File: src/hw/rtl/mde_pkg.sv
package mde_pkg;

  localparam logic [7:0] CHAR_CR  = 8'h0D;
  localparam logic [7:0] CHAR_LF  = 8'h0A;
  localparam logic [7:0] CHAR_DOT = 8'h2E;

  // input kind codes
  localparam logic KIND_DATA    = 1'b0;
  localparam logic KIND_RESTART = 1'b1;

  // one burst of results caused by a single input transaction
  typedef struct packed {
    logic       load;      // burst has at least one result
    logic       done;      // single done notice
    logic [2:0] n_prefix;  // held marker bytes to replay
    logic       has_c;     // new byte follows the replay
    logic [7:0] c;
  } burst_t;

  // byte of the end-of-data marker at a position
  function automatic logic [7:0] marker_byte(logic [2:0] pos);
    logic [7:0] b;
    case (pos)
      3'd0:    b = CHAR_CR;
      3'd1:    b = CHAR_LF;
      3'd2:    b = CHAR_DOT;
      3'd3:    b = CHAR_CR;
      3'd4:    b = CHAR_LF;
      default: b = 8'h00;
    endcase
    return b;
  endfunction

endpackage

File: src/hw/rtl/mail_data_end_detector_core.sv
// first result of an input transaction appears in the cycle after it is accepted
// throughput: one input per cycle while each input yields at most one result
// and m_tready is high; an input causing n results (up to five) holds off the next input
// until its last result is taken; the single output register plays one result a cycle
// reset (rst, synchronous, active high) empties the output and sets the after-crlf phase
module mail_data_end_detector_core (
  input  logic       clk,
  input  logic       rst,
  // input stream
  input  logic       s_tvalid,
  output logic       s_tready,
  input  logic [7:0] s_tdata,   // [7:0] data_byte
  input  logic       s_tuser,   // [0] kind: 0 data byte, 1 restart
  // result stream
  output logic       m_tvalid,
  input  logic       m_tready,
  output logic [7:0] m_tdata,   // [7:0] out_byte
  output logic [1:0] m_tuser,   // [0] has_byte, [1] message_done
  output logic       m_tlast    // last result of this input transaction
);
  import mde_pkg::*;

  logic   accept;
  burst_t desc;

  // an input transaction completes here
  assign accept = s_tvalid && s_tready;

  // marker matcher: phase register plus the result burst decision
  mde_parser u_parser (
    .clk       (clk),
    .rst       (rst),
    .accept    (accept),
    .kind      (s_tuser),
    .data_byte (s_tdata),
    .desc      (desc)
  );

  // result register: replays held marker bytes, then the new byte or done notice
  mde_burst u_burst (
    .clk      (clk),
    .rst      (rst),
    .load_en  (accept),
    .desc     (desc),
    .ready    (s_tready),
    .m_tvalid (m_tvalid),
    .m_tready (m_tready),
    .m_tdata  (m_tdata),
    .m_tuser  (m_tuser),
    .m_tlast  (m_tlast)
  );

endmodule

File: src/hw/rtl/mde_parser.sv
module mde_parser (
  input  logic            clk,
  input  logic            rst,
  input  logic            accept,
  input  logic            kind,
  input  logic [7:0]      data_byte,
  output mde_pkg::burst_t desc
);
  import mde_pkg::*;

  typedef enum logic [2:0] {
    PH_DATA  = 3'd0,
    PH_CR    = 3'd1,
    PH_CRLF  = 3'd2,
    PH_DOT   = 3'd3,
    PH_DOTCR = 3'd4,
    PH_DONE  = 3'd5
  } phase_t;

  phase_t phase;
  phase_t phase_next;

  always_comb begin
    desc       = '0;
    desc.c     = data_byte;
    phase_next = phase;
    if (kind == KIND_RESTART) begin
      phase_next = PH_CRLF;
    end else if (phase >= PH_DONE) begin
      phase_next = phase;
    end else if (data_byte == marker_byte(phase)) begin
      if (phase == PH_DOTCR) begin
        desc.load  = 1'b1;
        desc.done  = 1'b1;
        phase_next = PH_DONE;
      end else begin
        phase_next = phase_t'(phase + 3'd1);
      end
    end else begin
      desc.n_prefix = phase;
      if (data_byte == CHAR_CR) begin
        desc.has_c = 1'b0;
        phase_next = PH_CR;
      end else begin
        desc.has_c = 1'b1;
        phase_next = PH_DATA;
      end
      desc.load = (phase != PH_DATA) || desc.has_c;
    end
  end

  always_ff @(posedge clk) begin
    if (rst) begin
      phase <= PH_CRLF;
    end else if (accept) begin
      phase <= phase_next;
    end
  end

  a_restart_phase: assert property (@(posedge clk) disable iff (rst)
    accept && kind == KIND_RESTART |=> phase == PH_CRLF)
    else $error("restart did not return to after-crlf phase");

  a_done_quiet: assert property (@(posedge clk) disable iff (rst)
    phase == PH_DONE && kind == KIND_DATA |-> !desc.load)
    else $error("result after end of message");

  a_done_alone: assert property (@(posedge clk) disable iff (rst)
    desc.done |-> desc.n_prefix == 3'd0 && !desc.has_c)
    else $error("done notice mixed with payload");

endmodule

File: src/hw/rtl/mde_burst.sv
module mde_burst (
  input  logic            clk,
  input  logic            rst,
  input  logic            load_en,
  input  mde_pkg::burst_t desc,
  output logic            ready,
  output logic            m_tvalid,
  input  logic            m_tready,
  output logic [7:0]      m_tdata,
  output logic [1:0]      m_tuser,
  output logic            m_tlast
);
  import mde_pkg::*;

  logic       busy;
  burst_t     cur;
  logic [2:0] idx;
  logic       last_w;

  always_comb begin
    if (cur.done) begin
      m_tdata = 8'h00;
      m_tuser = 2'b10;
      last_w  = 1'b1;
    end else if (idx < cur.n_prefix) begin
      m_tdata = marker_byte(idx);
      m_tuser = 2'b01;
      last_w  = (3'(idx + 3'd1) == cur.n_prefix) && !cur.has_c;
    end else begin
      m_tdata = cur.c;
      m_tuser = 2'b01;
      last_w  = 1'b1;
    end
  end

  assign m_tvalid = busy;
  assign m_tlast  = last_w;
  assign ready    = !busy || (m_tready && last_w);

  always_ff @(posedge clk) begin
    if (rst) begin
      busy <= 1'b0;
      idx  <= 3'd0;
    end else if (ready) begin
      busy <= load_en && desc.load;
      idx  <= 3'd0;
    end else if (m_tready) begin
      idx <= idx + 3'd1;
    end
  end

  always_ff @(posedge clk) begin
    if (ready) begin
      cur <= desc;
    end
  end

  a_idx_range: assert property (@(posedge clk) disable iff (rst)
    busy && !cur.done |-> idx <= cur.n_prefix)
    else $error("replay index past held bytes");

  a_stall_hold: assert property (@(posedge clk) disable iff (rst)
    busy && !m_tready |=> busy && $stable(idx))
    else $error("burst advanced while stalled");

  a_done_last: assert property (@(posedge clk) disable iff (rst)
    busy && cur.done |-> last_w && idx == 3'd0)
    else $error("done notice not a single last result");

endmodule
File: config.mk
export PLATFORM = sky130hd
export DESIGN_NAME = mail_data_end_detector_core
export DESIGN_NICKNAME = d
export VERILOG_FILES = /design/src/hw/rtl/mde_pkg.sv /design/src/hw/rtl/mail_data_end_detector_core.sv /design/src/hw/rtl/mde_parser.sv /design/src/hw/rtl/mde_burst.sv
export SDC_FILE = /design/constraint.sdc
export NUM_CORES = 1
export LEC_CHECK = 0
export ABC_CLOCK_PERIOD_IN_PS = 3600
export BUFFER_PORTS_ARGS = -buffer_cell sky130_fd_sc_hd__buf_2
export CAP_MARGIN = 20
export CELL_PAD_IN_SITES_DETAIL_PLACEMENT = 2
export CELL_PAD_IN_SITES_GLOBAL_PLACEMENT = 2
export CORE_MARGIN = 4
export CORE_UTILIZATION = 35
export CTS_CLUSTER_SIZE = 40
export DETAILED_ROUTE_END_ITERATION = 10
export PLACE_DENSITY_LB_ADDON = 0.1
export SLEW_MARGIN = 20
export SYNTH_ARGS = -nofsm -noshare
export SYNTH_HDL_FRONTEND = slang
export SYNTH_SLANG_ARGS = --single-unit
File: constraint.sdc
create_clock -name clk -period 3.6 [get_ports clk]
set_input_delay 0.54 -clock clk [delete_from_list [all_inputs] [get_ports clk]]
set_output_delay 0.54 -clock clk [all_outputs]
set_load 0.01 [all_outputs]
Word-level counts from Yosys, hierarchy flattened
Cells that the tools add are included.
Widths: inputs -> output; s select.
{"block": "totals", "ff_bits": 20, "in_bits": 13, "elab_cells": 67}
{"block": "classes", "addsub": 2, "magnitude_cmp": 2, "n_eq_ne": 12, "mux": 24, "n_bitwise": 1, "reduce_logical": 19}
{"op": "$pmux 6 s3", "count": 2}
{"op": "$mux 8", "count": 4}
{"op": "$eq 3x2->1 const B", "count": 4}
{"op": "$mux 3", "count": 4}
{"op": "$mux 6", "count": 2}
{"op": "$reduce_or 2->1", "count": 5}
{"op": "$mux 1", "count": 9}
{"op": "$eq 8x4->1 const B", "count": 1}
{"op": "$eq 8x8->1", "count": 1}
{"op": "$add 3x1->3 const B", "count": 2}
{"op": "$eq 3x1->1 const B", "count": 2}
{"op": "$eq 3x3->1 const B", "count": 2}
{"op": "$logic_not 3->1", "count": 2}
{"op": "$reduce_or 3->1", "count": 2}
{"op": "$logic_and 1x1->1", "count": 4}
{"op": "$mux 2", "count": 2}
{"op": "$mux 4", "count": 1}
{"op": "$eq 3x3->1", "count": 1}
{"op": "$ge 3x3->1 const B", "count": 1}
{"op": "$lt 3x3->1", "count": 1}
{"op": "$reduce_bool 3->1", "count": 1}
{"op": "$logic_not 1->1", "count": 2}
{"op": "$logic_or 1x1->1", "count": 2}
{"op": "$ne 2x2->1 const B", "count": 1}
{"op": "other kinds (2)", "count": 2}

Longest topological paths before layout
{"block": "logic_depth", "ltp_word": 14, "mapped_depth": 9, "mapped_depth_nobuf": 8}

Cells and area by module
Synthesis repeated with hierarchy kept, for this count alone.
{"block": "hier_totals", "cells_unflattened": 151, "area_unflattened_um2": 1432.6}
{"module": "mde_burst", "n_inst": 1, "cells_each": 79, "area_each_um2": 898.4}
{"module": "mde_parser", "n_inst": 1, "cells_each": 71, "area_each_um2": 528.0}
{"module": "mail_data_end_detector_core", "n_inst": 1, "cells_each": 1, "area_each_um2": 6.3}

Least setup slack after synthesis
Ideal clock, no wire load.
{"block": "synth_path", "path_type": "reg-to-reg", "from": "register u_burst.idx[0]", "to": "register u_parser.phase[0]", "setup_time_ns": 0.120, "arrival_time_ns": 2.388, "t_required_ns": 3.480, "path_slack_ns": 1.092, "stages_incl_launch_ff": 9, "path_buffers": 0, "cell_sequence": "dfxtp_1 inv_1 ha_1 xor2_1 nor4_1 o32a_1 a21oi_1 and2_1 a211o_1"}
{"block": "synth_between", "elab_chain_cells": 9, "elab_cells_between_ends": 10}
{"element": "from (decl)", "line": "mde_burst.sv:17", "text": "logic [2:0] idx;"}
{"element": "from (signal assigned)", "line": "mde_burst.sv:48", "text": "idx <= idx + 3'd1;"}
{"element": "$add 3x1->3", "line": "mde_burst.sv:28", "text": "last_w = (3'(idx + 3'd1) == cur.n_prefix) && !cur.has_c;"}
{"element": "$eq 3x3->1", "line": "mde_burst.sv:28"}
{"element": "$logic_and 1x1->1", "line": "mde_burst.sv:28"}
{"element": "$mux 1 (*)", "line": "mde_burst.sv:25", "text": "end else if (idx < cur.n_prefix) begin"}
{"element": "$mux 1 (*)", "line": "mde_burst.sv:21", "text": "if (cur.done) begin"}
{"element": "$logic_and 1x1->1 (*)", "line": "mde_burst.sv:38", "text": "assign ready = !busy || (m_tready && last_w);"}
{"element": "$logic_or 1x1->1 (*)", "line": "mde_burst.sv:38"}
{"element": "via s_tready", "line": "mail_data_end_detector_core.sv:11", "text": "output logic s_tready,"}
{"element": "$logic_and 1x1->1 (*)", "line": "mail_data_end_detector_core.sv:27", "text": "assign accept = s_tvalid && s_tready;"}
{"element": "$reduce_and 2->1 (no line) (*)"}
{"element": "to (signal assigned)", "line": "mde_parser.sv:56", "text": "phase <= phase_next;"}
{"element": "to (decl)", "line": "mde_parser.sv:20", "text": "phase_t phase;"}
Mark *: on every way through the listed nets, which the timed path passes. The rest lies on a longest branch.
A chain may end at the register's enable or synchronous reset.

Worst setup path in the final report
{"block": "layout_path", "from": "register u_burst.idx[0]", "to": "output s_tready"}
{"block": "layout_between", "elab_chain_cells": 7, "elab_cells_between_ends": 8}
{"element": "$add 3x1->3", "line": "mde_burst.sv:28"}
{"element": "$eq 3x3->1", "line": "mde_burst.sv:28"}
{"element": "$logic_and 1x1->1", "line": "mde_burst.sv:28"}
{"element": "$mux 1 (*)", "line": "mde_burst.sv:25"}
{"element": "$mux 1 (*)", "line": "mde_burst.sv:21"}
{"element": "$logic_and 1x1->1 (*)", "line": "mde_burst.sv:38"}
{"element": "$logic_or 1x1->1 (*)", "line": "mde_burst.sv:38"}
{"element": "to (decl)", "line": "mail_data_end_detector_core.sv:11"}
Every way passes the cells marked *; elsewhere a longest branch is shown, timed or not.

==> key figures <==
Flow run
  – Maxcap violations: 0

STA
  – Setup-failing EPs final: 0
  – Worst slew pin tran: 0.525 ns
  – RSZ-0062 raised after global routing: no
  – Final hold slack: 0.480 ns
  – Min cycle time layout: 2.90 ns
  – Rel. slew slack: 64.8%
  – Fin. Hold Viols: 0
  – Fmax: 345 MHz
  – Fin worst setup slack: 0.701 ns
  – Setup Skew: 0.00258 ns
  – Slew Viols, Final: 0
  – Final period util: 80.5%
  – Setup tns final: 0 ns

Logic synthesis
  – Syn_nets: 161
  – Flops & latches, synth: 20
  – Number of flops mapped to enable cells by yosys: 13
  – Main synth FF type: edfxtp_1
  – Yosys Warn Count: 0
  – Sequential-to-total area share from yosys stat: 41.1%
  – Unique masters post-synth: 40
  – Syn avg cell area: 9.56 um^2
  – Post-Synthesis Cells: 135
  – Synth async-reset ratio: 0%
  – Synth Cell Area: 0.00129 mm^2

Power
  – Leakage Power: 0.653 nW
  – Power Density: 461 mW/mm^2
  – Flop pwr share: 43.8%
  – Sw Pwr: 0.000234 W
  – Internal power: 0.000460 W
  – Gate power share: 35.3%
  – Net Sw Frac: 33.7%
  – Peak supply drop: 0.180 mV
  – Clock power frac: 20.9%

Cells and area
  – Area Overhead vs Synth: 16.5%
  – Fillers: 392
  – Final nets: 189
  – Share of layout cells above drive strength 1: 21.0%
  – N_diodes: 0
  – Area of the multi-input gates: 701 um^2
  – FF/Latch Area: 531 um^2

Floorplan
  – Die footprint: 0.00473 mm^2
  – Die width: 68.7 um
  – # rows: 21
  – # IOs: 26
  – Core footprint: 0.00344 mm^2
  – Chip Height: 68.7 um
  – Initial Util: 37.5%

Clock network
  – CTS Buf Count: 3
  – Post-cts hold buffer count: 0
  – Clock latency on the worst-skew pair: 0.25 ns
  – Clock net sink count: 20
  – CTS tree: built
  – Max clock buf depth: 2
  – Post-CTS sizing: 0
  – Reg clk slew, reported paths: 0.07 ns
  – H-tree depth: 1
  – Root Buffer Master: clkbuf_8
  – Setup Fix Bufs, Post-CTS: 0

Drt
  – DRT Pass-1 Iters: 3
  – Via count: 1,096
  – Vias per cell: 5.27
  – WL per Instance: 16.6 um
  – Post-DRT Antenna Nets: 0
  – DR DRC count: 0
  – Final wirelength: 3450 um
  – Drt initial violations: 20

Place
  – Port Buffers: 25
  – Final GP Congestion: 0.777
  – Pre-CTS setup slack: 0.943 ns
  – Dpl hpwl: 2950 um

GRT
  – Vias in the first global route: 1,229
  – Global-route wire length before repair: 5860 um
  – Grt total ovfl: 0
  – GRT Util Overall: 16.8%
  – Largest net degree at the start of global routing: 18
  – Initial antenna violation count: 0

Run status
  – Outcome: completed

Critical path
  – Required @ worst endpoint: 3.06 ns
  – Crit Path Category: register to output pin
  – Max stage delay on crit path: 0.46 ns
  – Crit-path cells: inv_1 -> ha_1 -> xor2_1 -> nor4_1 -> o32a_1 -> buf_4 -> buf_2
  – CP max stage cell: dfxtp_1
  – Max Fanout on Critical Path: 17
  – Gate family responsible for the most delay along the worst path: buffers and inverters
  – Startpoint class of the critical path: register
  – Crit path DAT: 2.36 ns
  – Worst path bufs/invs: 3
  – Crit end category: output pin

Min path
  – Hold Crit Class: primary input to register
==> area by class of cell <==
class / instances / share of cell area [%]
Clock buffer: 4 / 3.00
Inverter: 10 / 2.50
Multi-Input combinational cell: 102 / 46.6
Sequential cell: 20 / 35.3
Tap cell: 46 / 3.83
Timing Repair Buffer: 26 / 8.82
==> cell families (layout without fill, tap and decap cells) <==
kind of cell / Yosys count / after routing / synth area share, %
AND/OR/NAND/NOR: 53 / 53 / 22.0
flip-flops: 20 / 20 / 41.1
XOR/XNOR: 6 / 6 / 4.07
multiplexers: 1 / 1 / 0.775
adder cells (fa/ha/maj): 13 / 13 / 12.6
buffers and inverters: 13 / 40 / 4.65
AO/OA/AOI/OAI: 29 / 29 / 14.8
==> flip-flops by register name (all words and copies together), names as in the netlist <==
register          flops
u_burst.idx           3
u_burst.m_tvalid      1
u_burst.cur          13
u_parser.phase        3
==> synthesized netlist by cell type (2+ instances only) <==
library cell,number,area (um^2)
nand2b_1,2,12.5
dfxtp_1,7,140
nor3b_1,2,15.0
and2_1,2,12.5
or3_1,2,12.5
or2_2,2,12.5
o21ai_0,2,10.0
edfxtp_1,13,390
and3_1,4,25.0
nor2_1,14,52.6
nor3_1,8,40.0
xor2_1,4,35.0
nand2_1,10,37.5
inv_1,10,37.5
a21oi_1,14,70.1
ha_1,13,163
o21a_1,2,15.0
xnor2_1,2,17.5
==> layer usage <==
metal / vias to the layer above / wire, um / GRT usage, %
li1: 535 / - / -
met1: 538 / 1410 / 18.1
met2: 17 / 1880 / 31.9
met3: 6 / 102 / 3.08
met4: 0 / 63 / 6.57
met5: - / 0 / 0
==> through the flow <==
step | utilization, % | cell area (um^2) | std cells | power, W
after floorplan | - | 1290 | 135 | 0.000460
after global placement | 42.4 | 1460 | 204 | 0.000543
after detailed placement | 42.4 | 1460 | 204 | 0.000559
after CTS | 43.7 | 1500 | 208 | 0.000707
after global routing | 43.7 | 1500 | 208 | 0.000751
final | 43.7 | 1500 | 208 | 0.000694
==> worst reg2reg max path, cell delays in order, from the launching register on <==
cell and delay (ns):
edfxtp_1 0.40, inv_1 0.07, ha_1 0.24, a21oi_1 0.24, nand2_1 0.31, o32a_1 0.44
buf_4 0.21, nand3_1 0.22, nor3b_1 0.09, a211o_1 0.28
==> path summary, 6_finish.rpt <==
path,endpoint,cells after the start,startpoint,slack [ns]
max reg2reg,u_parser.phase[0],9,u_burst.cur[11],0.99
min,u_burst.cur[7],1,s_tdata[7],0.48
max,s_tready,7,u_burst.idx[0],0.70
min reg2reg,u_burst.idx[2],2,u_burst.idx[2],0.55
==> power by group through the flow <==
stage | combinational (W) | clock, W | sequential (W)
after floorplan | 0.000156 | 0 | 0.000304
after global placement | 0.000235 | 0 | 0.000308
after detailed placement | 0.000249 | 0 | 0.000311
after CTS | 0.000250 | 0.000152 | 0.000305
after global routing | 0.000280 | 0.000162 | 0.000309
final | 0.000245 | 0.000145 | 0.000304
==> cell usage in the layout (no fill, tap or decap), drive strengths merged, types with 2 or more instances in the layout <==
cell type / count
nand2b: 2
nor2: 14
or2: 2
nor4: 2
inv: 10
nor3: 8
nand2: 10
and2: 2
buf: 26
clkbuf: 4
o21ai: 2
o21a: 2
a21oi: 14
dfxtp: 7
and3: 4
edfxtp: 13
o221ai: 2
or3: 2
ha: 13
xor2: 4
nor3b: 2
xnor2: 2
(Power assumes the default switching activity.)
